## src/sv/bod_pkg.sv

```systemverilog
// bod_pkg: shared types and constants for the byte offset decoder
// used by the front, queue, back and top level files; depends on nothing

package bod_pkg;

    // escape tracking of the compressed byte stream
    typedef enum logic [2:0] {
        ST_SHORT  = 3'd0,
        ST_W16_LO = 3'd1,
        ST_W16_HI = 3'd2,
        ST_W32_B0 = 3'd3,
        ST_W32_B1 = 3'd4,
        ST_W32_B2 = 3'd5,
        ST_W32_B3 = 3'd6
    } t_stage;

    // configuration register select, taken from paddr bit 2
    typedef enum logic {
        REG_ROWS = 1'b0,
        REG_COLS = 1'b1
    } t_reg_idx;

    localparam int          PADDR_W   = 3;
    localparam int          REG_W     = 15;
    localparam int          DELTA_W   = 32;
    localparam logic [7:0]  ESC_BYTE  = 8'h80;
    localparam logic [15:0] ESC_WORD  = 16'h8000;

    // delta queue geometry (depth is a power of two, pointers wrap)
    localparam int Q_DEPTH = 4;
    localparam int Q_PTR_W = 2;
    localparam int Q_CNT_W = 3;

    // one finished delta moving from front to back
    typedef struct packed {
        logic               valid;
        logic [DELTA_W-1:0] delta;
    } t_delta_item;

endpackage

```

## src/sv/byte_offset_decoder_core.sv

```systemverilog
// byte offset decoder: one compressed byte per cycle in, one 32-bit pixel per delta out
// a completed delta passes the delta queue, then the output register, to the master side
// throughput: one byte per cycle sustained; stalls only when the 4-entry delta queue is full
// an escape byte or a byte inside a wide delta produces no pixel
// reset: synchronous, active low; rows and columns return to 1, state to zero
// depends on bod_pkg, bod_front, bod_queue, bod_back

module byte_offset_decoder_core #(
    parameter int MAX_SIDE = 16384
) (
    input  logic                        i_clk,
    input  logic                        i_rst_n,
    // input stream, one compressed byte per transfer
    input  logic                        i_s_axis_tvalid,
    output logic                        o_s_axis_tready,
    input  logic [7:0]                  i_s_axis_tdata,   // [7:0] data_byte
    // pixel stream
    output logic                        o_m_axis_tvalid,
    input  logic                        i_m_axis_tready,
    output logic [31:0]                 o_m_axis_tdata,   // [31:0] pixel_value
    output logic                        o_m_axis_tlast,   // last_pixel
    // register port
    input  logic                        psel,
    input  logic                        penable,
    input  logic                        pwrite,
    input  logic [bod_pkg::PADDR_W-1:0] paddr,
    input  logic [31:0]                 pwdata,
    output logic [31:0]                 prdata,
    output logic                        pready
);

    // side and frame size widths follow the largest allowed side
    localparam int              SIDE_W     = $clog2(MAX_SIDE + 1);
    localparam int              TOT_W      = 2 * SIDE_W;
    localparam logic [SIDE_W-1:0] MAX_SIDE_V = SIDE_W'(MAX_SIDE);

    logic [bod_pkg::REG_W-1:0] r_rows, r_cols;
    logic [SIDE_W-1:0]         rows_c, cols_c;
    logic [TOT_W-1:0]          r_total;
    logic                      cfg_wr;
    bod_pkg::t_reg_idx         reg_sel;

    bod_pkg::t_delta_item      push_item, head_item;
    logic                      q_ready, pop;

    // ------------------------------------------------------------------
    // register port: two registers, selected by paddr bit 2
    // ------------------------------------------------------------------
    assign pready  = 1'b1;
    assign reg_sel = bod_pkg::t_reg_idx'(paddr[2]);
    assign cfg_wr  = psel && penable && pwrite;

    always_comb begin
        unique case (reg_sel)
            bod_pkg::REG_ROWS: prdata = {17'd0, r_rows};
            bod_pkg::REG_COLS: prdata = {17'd0, r_cols};
            default:           prdata = 32'd0;
        endcase
    end

    always_ff @(posedge i_clk) begin
        if (!i_rst_n) begin
            r_rows <= bod_pkg::REG_W'(1);
            r_cols <= bod_pkg::REG_W'(1);
        end else if (cfg_wr) begin
            if (reg_sel == bod_pkg::REG_ROWS) begin
                r_rows <= pwdata[bod_pkg::REG_W-1:0];
            end else begin
                r_cols <= pwdata[bod_pkg::REG_W-1:0];
            end
        end
    end

    // a zero side counts as one, an oversize side as the maximum
    always_comb begin
        if (r_rows == '0) begin
            rows_c = SIDE_W'(1);
        end else if (32'(r_rows) > 32'(MAX_SIDE)) begin
            rows_c = MAX_SIDE_V;
        end else begin
            rows_c = SIDE_W'(r_rows);
        end
        if (r_cols == '0) begin
            cols_c = SIDE_W'(1);
        end else if (32'(r_cols) > 32'(MAX_SIDE)) begin
            cols_c = MAX_SIDE_V;
        end else begin
            cols_c = SIDE_W'(r_cols);
        end
    end

    // pixels per frame, registered from the clamped row and column registers
    always_ff @(posedge i_clk) begin
        r_total <= TOT_W'(rows_c) * TOT_W'(cols_c);
    end

    // ------------------------------------------------------------------
    // front: escape sequencer, turns bytes into finished deltas
    // ------------------------------------------------------------------
    bod_front u_front (
        .i_clk     (i_clk),
        .i_rst_n   (i_rst_n),
        .i_valid   (i_s_axis_tvalid),
        .i_byte    (i_s_axis_tdata),
        .i_q_ready (q_ready),
        .o_ready   (o_s_axis_tready),
        .o_push    (push_item)
    );

    // short queue so a stalled pixel consumer does not stop the byte side at once
    bod_queue u_queue (
        .i_clk   (i_clk),
        .i_rst_n (i_rst_n),
        .i_push  (push_item),
        .i_pop   (pop),
        .o_ready (q_ready),
        .o_head  (head_item)
    );

    // back: running sum, frame count, output register
    bod_back #(
        .TOT_W (TOT_W)
    ) u_back (
        .i_clk       (i_clk),
        .i_rst_n     (i_rst_n),
        .i_head      (head_item),
        .i_total     (r_total),
        .i_out_ready (i_m_axis_tready),
        .o_pop       (pop),
        .o_valid     (o_m_axis_tvalid),
        .o_pixel     (o_m_axis_tdata),
        .o_last      (o_m_axis_tlast)
    );

endmodule

```

## src/sv/bod_front.sv

```systemverilog
// bod_front: byte classifier and escape sequencer of the byte offset decoder
// depends on bod_pkg; feeds finished deltas into bod_queue

module bod_front (
    input  logic                      i_clk,
    input  logic                      i_rst_n,
    input  logic                      i_valid,
    input  logic [7:0]                i_byte,
    input  logic                      i_q_ready,
    output logic                      o_ready,
    output bod_pkg::t_delta_item      o_push
);

    bod_pkg::t_stage r_stage, n_stage;
    logic [23:0]     r_gather, n_gather;
    logic            accept;
    logic [15:0]     word16;

    assign o_ready = i_q_ready;
    assign accept  = i_valid && i_q_ready;
    assign word16  = {i_byte, r_gather[7:0]};

    // next state
    always_comb begin
        n_stage  = r_stage;
        n_gather = r_gather;
        if (accept) begin
            unique case (r_stage)
                bod_pkg::ST_W16_LO: begin
                    n_gather = {16'd0, i_byte};
                    n_stage  = bod_pkg::ST_W16_HI;
                end
                bod_pkg::ST_W16_HI: begin
                    n_gather = 24'd0;
                    n_stage  = (word16 == bod_pkg::ESC_WORD) ? bod_pkg::ST_W32_B0
                                                              : bod_pkg::ST_SHORT;
                end
                bod_pkg::ST_W32_B0: begin
                    n_gather = {16'd0, i_byte};
                    n_stage  = bod_pkg::ST_W32_B1;
                end
                bod_pkg::ST_W32_B1: begin
                    n_gather[15:8] = i_byte;
                    n_stage        = bod_pkg::ST_W32_B2;
                end
                bod_pkg::ST_W32_B2: begin
                    n_gather[23:16] = i_byte;
                    n_stage         = bod_pkg::ST_W32_B3;
                end
                bod_pkg::ST_W32_B3: begin
                    n_gather = 24'd0;
                    n_stage  = bod_pkg::ST_SHORT;
                end
                default: begin
                    n_gather = 24'd0;
                    n_stage  = (i_byte == bod_pkg::ESC_BYTE) ? bod_pkg::ST_W16_LO
                                                              : bod_pkg::ST_SHORT;
                end
            endcase
        end
    end

    // outputs: push a delta when a byte completes one
    always_comb begin
        o_push.valid = 1'b0;
        o_push.delta = {{24{i_byte[7]}}, i_byte};
        unique case (r_stage)
            bod_pkg::ST_W16_LO, bod_pkg::ST_W32_B0,
            bod_pkg::ST_W32_B1, bod_pkg::ST_W32_B2: begin
                o_push.valid = 1'b0;
            end
            bod_pkg::ST_W16_HI: begin
                o_push.valid = accept && (word16 != bod_pkg::ESC_WORD);
                o_push.delta = {{16{word16[15]}}, word16};
            end
            bod_pkg::ST_W32_B3: begin
                o_push.valid = accept;
                o_push.delta = {i_byte, r_gather};
            end
            default: begin
                o_push.valid = accept && (i_byte != bod_pkg::ESC_BYTE);
            end
        endcase
    end

    always_ff @(posedge i_clk) begin
        if (!i_rst_n) begin
            r_stage  <= bod_pkg::ST_SHORT;
            r_gather <= 24'd0;
        end else begin
            r_stage  <= n_stage;
            r_gather <= n_gather;
        end
    end

endmodule

```

## src/sv/bod_queue.sv

```systemverilog
// bod_queue: short delta queue between front and back
// depends on bod_pkg; register based, depth from the package

module bod_queue (
    input  logic                  i_clk,
    input  logic                  i_rst_n,
    input  bod_pkg::t_delta_item  i_push,
    input  logic                  i_pop,
    output logic                  o_ready,
    output bod_pkg::t_delta_item  o_head
);

    logic [bod_pkg::DELTA_W-1:0] r_mem [bod_pkg::Q_DEPTH];
    logic [bod_pkg::Q_PTR_W-1:0] r_wr_ptr, r_rd_ptr;
    logic [bod_pkg::Q_CNT_W-1:0] r_count;
    logic                        do_push, do_pop;

    assign o_ready      = (r_count != bod_pkg::Q_CNT_W'(bod_pkg::Q_DEPTH));
    assign do_push      = i_push.valid && o_ready;
    assign do_pop       = i_pop && (r_count != '0);
    assign o_head.valid = (r_count != '0);
    assign o_head.delta = r_mem[r_rd_ptr];

    always_ff @(posedge i_clk) begin
        if (do_push) begin
            r_mem[r_wr_ptr] <= i_push.delta;
        end
    end

    always_ff @(posedge i_clk) begin
        if (!i_rst_n) begin
            r_wr_ptr <= '0;
            r_rd_ptr <= '0;
            r_count  <= '0;
        end else begin
            if (do_push) begin
                r_wr_ptr <= r_wr_ptr + 1'b1;
            end
            if (do_pop) begin
                r_rd_ptr <= r_rd_ptr + 1'b1;
            end
            case ({do_push, do_pop})
                2'b10:   r_count <= r_count + 1'b1;
                2'b01:   r_count <= r_count - 1'b1;
                default: r_count <= r_count;
            endcase
        end
    end

endmodule

```

## src/sv/bod_back.sv

```systemverilog
// bod_back: pixel accumulator, frame counter and output register
// depends on bod_pkg; takes deltas from bod_queue

module bod_back #(
    parameter int TOT_W = 30
) (
    input  logic                        i_clk,
    input  logic                        i_rst_n,
    input  bod_pkg::t_delta_item        i_head,
    input  logic [TOT_W-1:0]            i_total,
    input  logic                        i_out_ready,
    output logic                        o_pop,
    output logic                        o_valid,
    output logic [bod_pkg::DELTA_W-1:0] o_pixel,
    output logic                        o_last
);

    logic [bod_pkg::DELTA_W-1:0] r_acc, r_pixel, sum;
    logic [TOT_W-1:0]            r_cnt, cnt_inc;
    logic                        r_valid, r_last, frame_end;

    assign o_pop     = i_head.valid && (!r_valid || i_out_ready);
    assign sum       = r_acc + i_head.delta;
    assign cnt_inc   = r_cnt + 1'b1;
    assign frame_end = (cnt_inc >= i_total);

    assign o_valid = r_valid;
    assign o_pixel = r_pixel;
    assign o_last  = r_last;

    always_ff @(posedge i_clk) begin
        if (!i_rst_n) begin
            r_valid <= 1'b0;
            r_acc   <= '0;
            r_cnt   <= '0;
        end else begin
            if (o_pop) begin
                r_valid <= 1'b1;
                r_acc   <= frame_end ? '0 : sum;
                r_cnt   <= frame_end ? '0 : cnt_inc;
            end else if (i_out_ready) begin
                r_valid <= 1'b0;
            end
        end
    end

    always_ff @(posedge i_clk) begin
        if (o_pop) begin
            r_pixel <= sum;
            r_last  <= frame_end;
        end
    end

endmodule

```

## config.mk

```make
export PLATFORM = sky130hd
export DESIGN_NAME = byte_offset_decoder_core
export DESIGN_NICKNAME = d
export VERILOG_FILES = /design/src/sv/bod_pkg.sv /design/src/sv/byte_offset_decoder_core.sv /design/src/sv/bod_front.sv /design/src/sv/bod_queue.sv /design/src/sv/bod_back.sv
export SDC_FILE = /design/constraint.sdc
export NUM_CORES = 1
export LEC_CHECK = 0
export ABC_CLOCK_PERIOD_IN_PS = 5700
export BUFFER_PORTS_ARGS = -buffer_cell sky130_fd_sc_hd__buf_2
export CAP_MARGIN = 20
export CORE_MARGIN = 5
export CORE_UTILIZATION = 40
export CTS_CLUSTER_DIAMETER = 200
export DETAILED_ROUTE_END_ITERATION = 8
export GPL_TIMING_DRIVEN = 1
export PLACE_DENSITY = 0.58
export SLEW_MARGIN = 20
export SYNTH_ARGS = -nofsm -noshare
export SYNTH_HDL_FRONTEND = slang
export SYNTH_HIERARCHICAL = 1
export SYNTH_SLANG_ARGS = --single-unit
```

## constraint.sdc

```tcl
create_clock -name i_clk -period 5.7 [get_ports i_clk]
set_input_delay 0.57 -clock i_clk [delete_from_list [all_inputs] [get_ports i_clk]]
set_output_delay 0.57 -clock i_clk [all_outputs]
set_load 0.01 [all_outputs]
```

## Word level (Yosys, flattened, before mapping)

Memory sizes are Yosys's and may differ from the RTL's. A register that Yosys moved wholly into a read port is not among the register bits.
Index checks and enable logic that the tools add are counted.
W data, S select, Z words.

- Add/subtract/negate cells: 6
- $mul: 1
- Div/mod/pow operators: 0
- $lt $le $gt $ge: 3
- Eq/ne operators: 13
- Shift operators: 0
- Multiplexer cells: 22
- Bitwise gates (word level): 4
- Reductions and logical operators: 23

Operators with widths:

| cell | count |
|---|---|
| $pmux W32 S2 | 1 |
| $pmux W31 S2 | 1 |
| $mux W15 | 4 |
| $pmux W8 S2 | 3 |
| $add A32 B32 Y32 | 1 |
| $mux W32 | 1 |
| $add A30 B1 Y30 const B | 1 |
| $ge A30 B30 Y1 | 1 |
| $gt A15 B15 Y1 const B | 2 |
| $logic_not A15 Y1 | 2 |
| $mul A15 B15 Y30 | 1 |
| $mux W30 | 1 |
| $pmux W3 S6 | 1 |
| $eq A16 B16 Y1 const B | 1 |
| $ne A16 B16 Y1 const B | 1 |
| $reduce_and A2 Y1 | 5 |
| $eq A3 B3 Y1 const B | 3 |
| $eq A8 B8 Y1 const B | 1 |
| $logic_and A1 B1 Y1 | 8 |
| $ne A8 B8 Y1 const B | 1 |
| $eq A3 B2 Y1 const B | 2 |
| $mux W2 | 3 |
| $pmux W3 S2 | 1 |
| $mux W1 | 5 |
| other kinds (15) | 21 |

- Register bits: 190
- Bits in latches: 0
- Memory bits (writable): 128
- Memory bits (read-only): 0
- Output and inout port bits: 68
- Memories kept: 1

Memories:

| memory | words | width | rd ports | clocked after memory_dff | write ports | line | text |
|---|---|---|---|---|---|---|---|
| u_queue.r_mem | 4 | 32 | 1 | 1 | 1 | bod_queue.sv:13 | `logic [bod_pkg::DELTA_W-1:0] r_mem [bod_pkg::Q_DEPTH];` |

## Depth between registers and ports, before layout

- Word-level depth: 7
- Mapped depth: 26

## Hierarchy

Netlist, hierarchy kept.

Modules (own cells, without submodules):

| module | times used | cells an instance | area each (um^2) |
|---|---|---|---|
| byte_offset_decoder_core | 1 | 1,148 | 9,633.0 |
| bod_back | 1 | 691 | 6,254.7 |
| bod_queue | 1 | 219 | 5,151.2 |
| bod_front | 1 | 180 | 1,595.3 |

## Worst setup path before layout

No wires, ideal clock.

- Kind: register to register
- From: reg r_cols[14] (netlist name)
- To: reg r_total[29]
- Library setup time: 0.122 ns
- Arrival time: 6.097 ns
- Data required time: 5.578 ns
- Slack: -0.519 ns
- Cell stages (with the launch flop): 25
- Path buffers: 2
- Clock period less this slack: 6.219 ns
- Cells stage by stage: dfxtp_1 clkbuf_1 a21o_1 clkbuf_1 nor2_1 fa_1 inv_1 fa_1 inv_1 fa_1 inv_1 fa_1 inv_1 fa_1 inv_1 fa_1 inv_1 ha_1 o21a_1 o21ai_0 a211o_1 a2111oi_0 a31oi_1 mux2i_1 a221o_1

- Longest elaborated chain between the ends: 4
- Elaborated cells on any way between the ends: 5

RTL lines:

| element | line | text |
|---|---|---|
| start: declaration | byte_offset_decoder_core.sv:37 | `logic [bod_pkg::REG_W-1:0] r_rows, r_cols;` |
| start signal: assignment | byte_offset_decoder_core.sv:64 | `r_cols <= bod_pkg::REG_W'(1);` |
| start signal: assignment | byte_offset_decoder_core.sv:69 | `r_cols <= pwdata[bod_pkg::REG_W-1:0];` |
| $gt A15 B15 Y1 | byte_offset_decoder_core.sv:85 | `end else if (32'(r_cols) > 32'(MAX_SIDE)) begin` |
| $mux W15 | byte_offset_decoder_core.sv:85 |  |
| $mux W15 (*) | byte_offset_decoder_core.sv:83 | `if (r_cols == '0) begin` |
| $mul A15 B15 Y30 (*) | byte_offset_decoder_core.sv:94 | `r_total <= TOT_W'(rows_c) * TOT_W'(cols_c);` |
| end signal: assignment | byte_offset_decoder_core.sv:94 |  |
| end: declaration | byte_offset_decoder_core.sv:39 | `logic [TOT_W-1:0] r_total;` |

Every way passes the cells marked *; elsewhere a longest branch is shown, timed or not.
A chain may end at the register's enable or synchronous reset.

## Worst setup path in the final report

- From: reg r_cols[10] (netlist name)
- To: reg r_total[26]

The elaborated chain is that of the path after synthesis.

==> results.cfg <==
[worst_setup_path]
crit_path_start = r_cols[10]
critPathKind = register to register
endpoint_kind = register
critPathMaxStageDelay_ns = 0.51
critPathSlowestCell = fa_1
r2r_slack_ns = -0.46
cp_top_family = adder cells
path_buf_inv = 8
start_kind = register
cp_common_cell = fa_1
reg2regPathDepth = 27
arrival_ns = 6.58
rr_endpoint = r_total[26]
r2r-start = r_cols[10]
crit_end = r_total[26]
critPathRequiredTime_ns = 6.13
cp_max_fo = 8
worst-path-stages = 27

[power]
p_sw_mw = 3.173
pwr-share-seq = 0.365
pwr-share-clk = 0.262
p_int_mw = 5.642
total_power_mw = 8.814
p_sw_frac = 0.3599
peakVddDrop_mv = 0.2413
p_leak_nw = 11.36
combPwrFrac = 0.373
p_per_area_nw_per_um2 = 324.5

[finish]
synthToLayoutAreaGrowth_pct = 20.00
final_cells = 3262
fill_cells = 5207
nets = 2860
final_cell_mix = 250 x inv_1, 243 x nand2_1, 205 x buf_4
drive_above_1_share = 0.2307
layout_commonest_cell = inv_1
finish.utilization = 0.4836
final_cell_area_um2 = 27160

[placed_design]
io_buffers = 80
place.gp.congestion = 0.8901
place_hpwl_mm = 42.73
placedCellCount = 3182
post_dp_cell_area_um2 = 25220

[run]
maxCapViolations = 0

[global_route]
grt_start_max_net_pins = 64
grt_overflow = 0
antenna_found_initial = 0
track_usage = 0.1830
grt_pass1_vias = 16940
grt_pass1_wl_mm = 90.53

[clocking]
numCtsBuffers = 36
ctsHoldBuffers = 0
h-tree-depth = 2
cts_root_buf = clkbuf_16
cts_tree = built
insertion_delay_ns = 0.55
cts_sinks = 320
cts_buffer_depth = 3
path_clk_slew_ns = 0.06

[sta]
skew_ns = 0.02656
fin_crit_ns = 6.159
fin_tns_setup_ns = -6.120
period_share = 1.080
setup_slack_ns = -0.4586
max_slew.worst_pin.slew_ns = 1.062
fmax_mhz = 162.4
grt_setup_unrepaired = yes
finalMaxSlewViolations = 0
setup_viol = 19
slew_headroom = 0.2891
hold_viol = 0

[yosys]
synthCells = 2238
synthArstFlopShare = 0
postSynthAreaPerCell_um2 = 10.11
synthesis.area_um2 = 22630
synth_edf_count = 161
ys.flop_type = edfxtp_1
synth_cell_type_count = 81
seq_area_frac_synth = 0.3542
synth-seq-cells = 320
ys_warn_count = 6

[die]
num_io_pins = 118
initial_core_util = 0.4030
rows = 87
die_area_um2 = 61440
die_w_um = 247.9
die_h_um = 247.9
core_um2 = 56170

[route]
num_vias = 16710
dr.first_iter.drc_count = 1124
routedWlPerCell_um = 17.19
routed_wl_mm = 56.07
ant_nets = 0
via_per_inst = 5.122
drcViolationCount = 0
firstDrtPassIters = 5

[status]
status = finished with violations
violations = negative setup slack

[worst_hold_path]
hold_path.class = input port to register
-- cells by family (layout without fill, tap and decap cells) --
family	after synthesis	count (layout)	share of synthesized area
muxes	64	64	0.04748
AOI/OAI and AO/OA	361	361	0.1134
other	2	19	0.0003318
adders and majority gates	330	330	0.2385
and+or+nand+nor	692	692	0.1419
DFF	320	320	0.3542
buffers and inverters	383	634	0.07087
xor gates and xnor gates	86	86	0.03328
-- power groups by stage --
stage,logic [mW],clock network (mW),registers (mW)
2_1_floorplan,2.29,0,3.26
3_3_place_gp,3.22,0,3.27
3_5_place_dp,3.26,0,3.27
4_1_cts,3.29,2.39,3.23
5_1_grt,3.60,2.50,3.27
6_report,3.28,2.31,3.22
-- worst reg2reg max path: stages, from the launching register on --
cell and delay (ns):
dfxtp_2 0.33, nor4_4 0.31, buf_4 0.15, nand4_1 0.14, buf_4 0.21, nand2_8 0.15, nand2_8 0.09, buf_12 0.16
buf_8 0.13, nor2_4 0.10, fa_1 0.40, inv_2 0.07, fa_1 0.39, inv_1 0.07, ha_1 0.22, ha_1 0.29
inv_2 0.04, fa_1 0.45, fa_1 0.51, inv_2 0.05, ha_4 0.21, a21o_1 0.19, a31o_1 0.21, o21a_1 0.23
a211o_4 0.39, a211oi_4 0.32, o21ai_1 0.13, xnor2_1 0.13
-- routing by layer --
layer  global-route usage  wire (µm)  vias to the layer above
met5                    0          0                        -
met2               0.2828      24850                      394
met4              0.04504       1135                        0
met3              0.03069       3114                       81
met1               0.2696      26970                     8206
li1                     -          -                     8026
-- layout make-up --
type / instances / area [µm²] / area share
Antenna cell: 1 / 2.502 / 0.00009213
Multi-Input combinational cell: 1551 / 13830 / 0.5090
Timing Repair Buffer: 301 / 2158 / 0.07946
Clock inverter: 14 / 173.9 / 0.006403
Tap cell: 756 / 945.9 / 0.03483
Clock buffer: 49 / 1010 / 0.03718
Inverter: 270 / 1013 / 0.03731
Sequential cell: 320 / 8031 / 0.2957
-- stage by stage --
step / hold WS, ns / setup WS [ns]
global placement: 0.4493 / -0.7074
finish: 0.2821 / -0.4586
CTS: 0.2449 / -0.4698
global route: 0.2557 / -0.7031
detailed placement: 0.4549 / -0.8384
floorplan: 0.4410 / -0.05388
-- state kept, by name, indices dropped and copies added (netlist names), 2 cells and up, named ones only --
| register | flops |
|---|---|
| u_queue/r_mem | 128 |
| u_back/r_acc | 32 |
| r_cols | 15 |
| u_back/r_cnt | 30 |
| u_front/r_stage | 3 |
| u_front/r_gather | 24 |
| u_queue/r_count | 3 |
| u_queue/r_wr_ptr | 2 |
| r_rows | 15 |
| u_queue/r_rd_ptr | 2 |
| u_back/o_pixel | 32 |
| r_total | 30 |
-- cell usage after synthesis (53+ instances only) --
library cell	number	area (µm²)
a21boi_0	58	435.4
a21oi_1	73	365.4
clkbuf_1	69	259.0
dfxtp_1	159	3183
edfxtp_1	161	4835
fa_1	169	3383
ha_1	161	2014
inv_1	270	1013
nand2_1	258	968.4
nand3_1	54	270.3
nor2_1	175	656.9
nor2b_1	67	419.2
xnor2_1	53	464.2
-- worst min-delay path by stage --
stage	cells after the start	to	from
after floorplan	2	u_back/r_cnt[25]	u_back/r_cnt[25]
after global placement	2	u_back/r_cnt[25]	u_back/r_cnt[25]
after detailed placement	2	u_back/r_cnt[25]	u_back/r_cnt[25]
after CTS	3	r_cols[4]	pwdata[4]
after global routing	3	r_cols[9]	pwdata[9]
final	3	r_cols[4]	pwdata[4]
-- repair_timing --
action / CTS / global route
pin swaps: 56 / 21
resized for setup: 106 / 39
buffers inserted: 10 / 8
setup endpoints to repair: 20 / 20
Note: power is estimated with default switching activity, not from simulation.
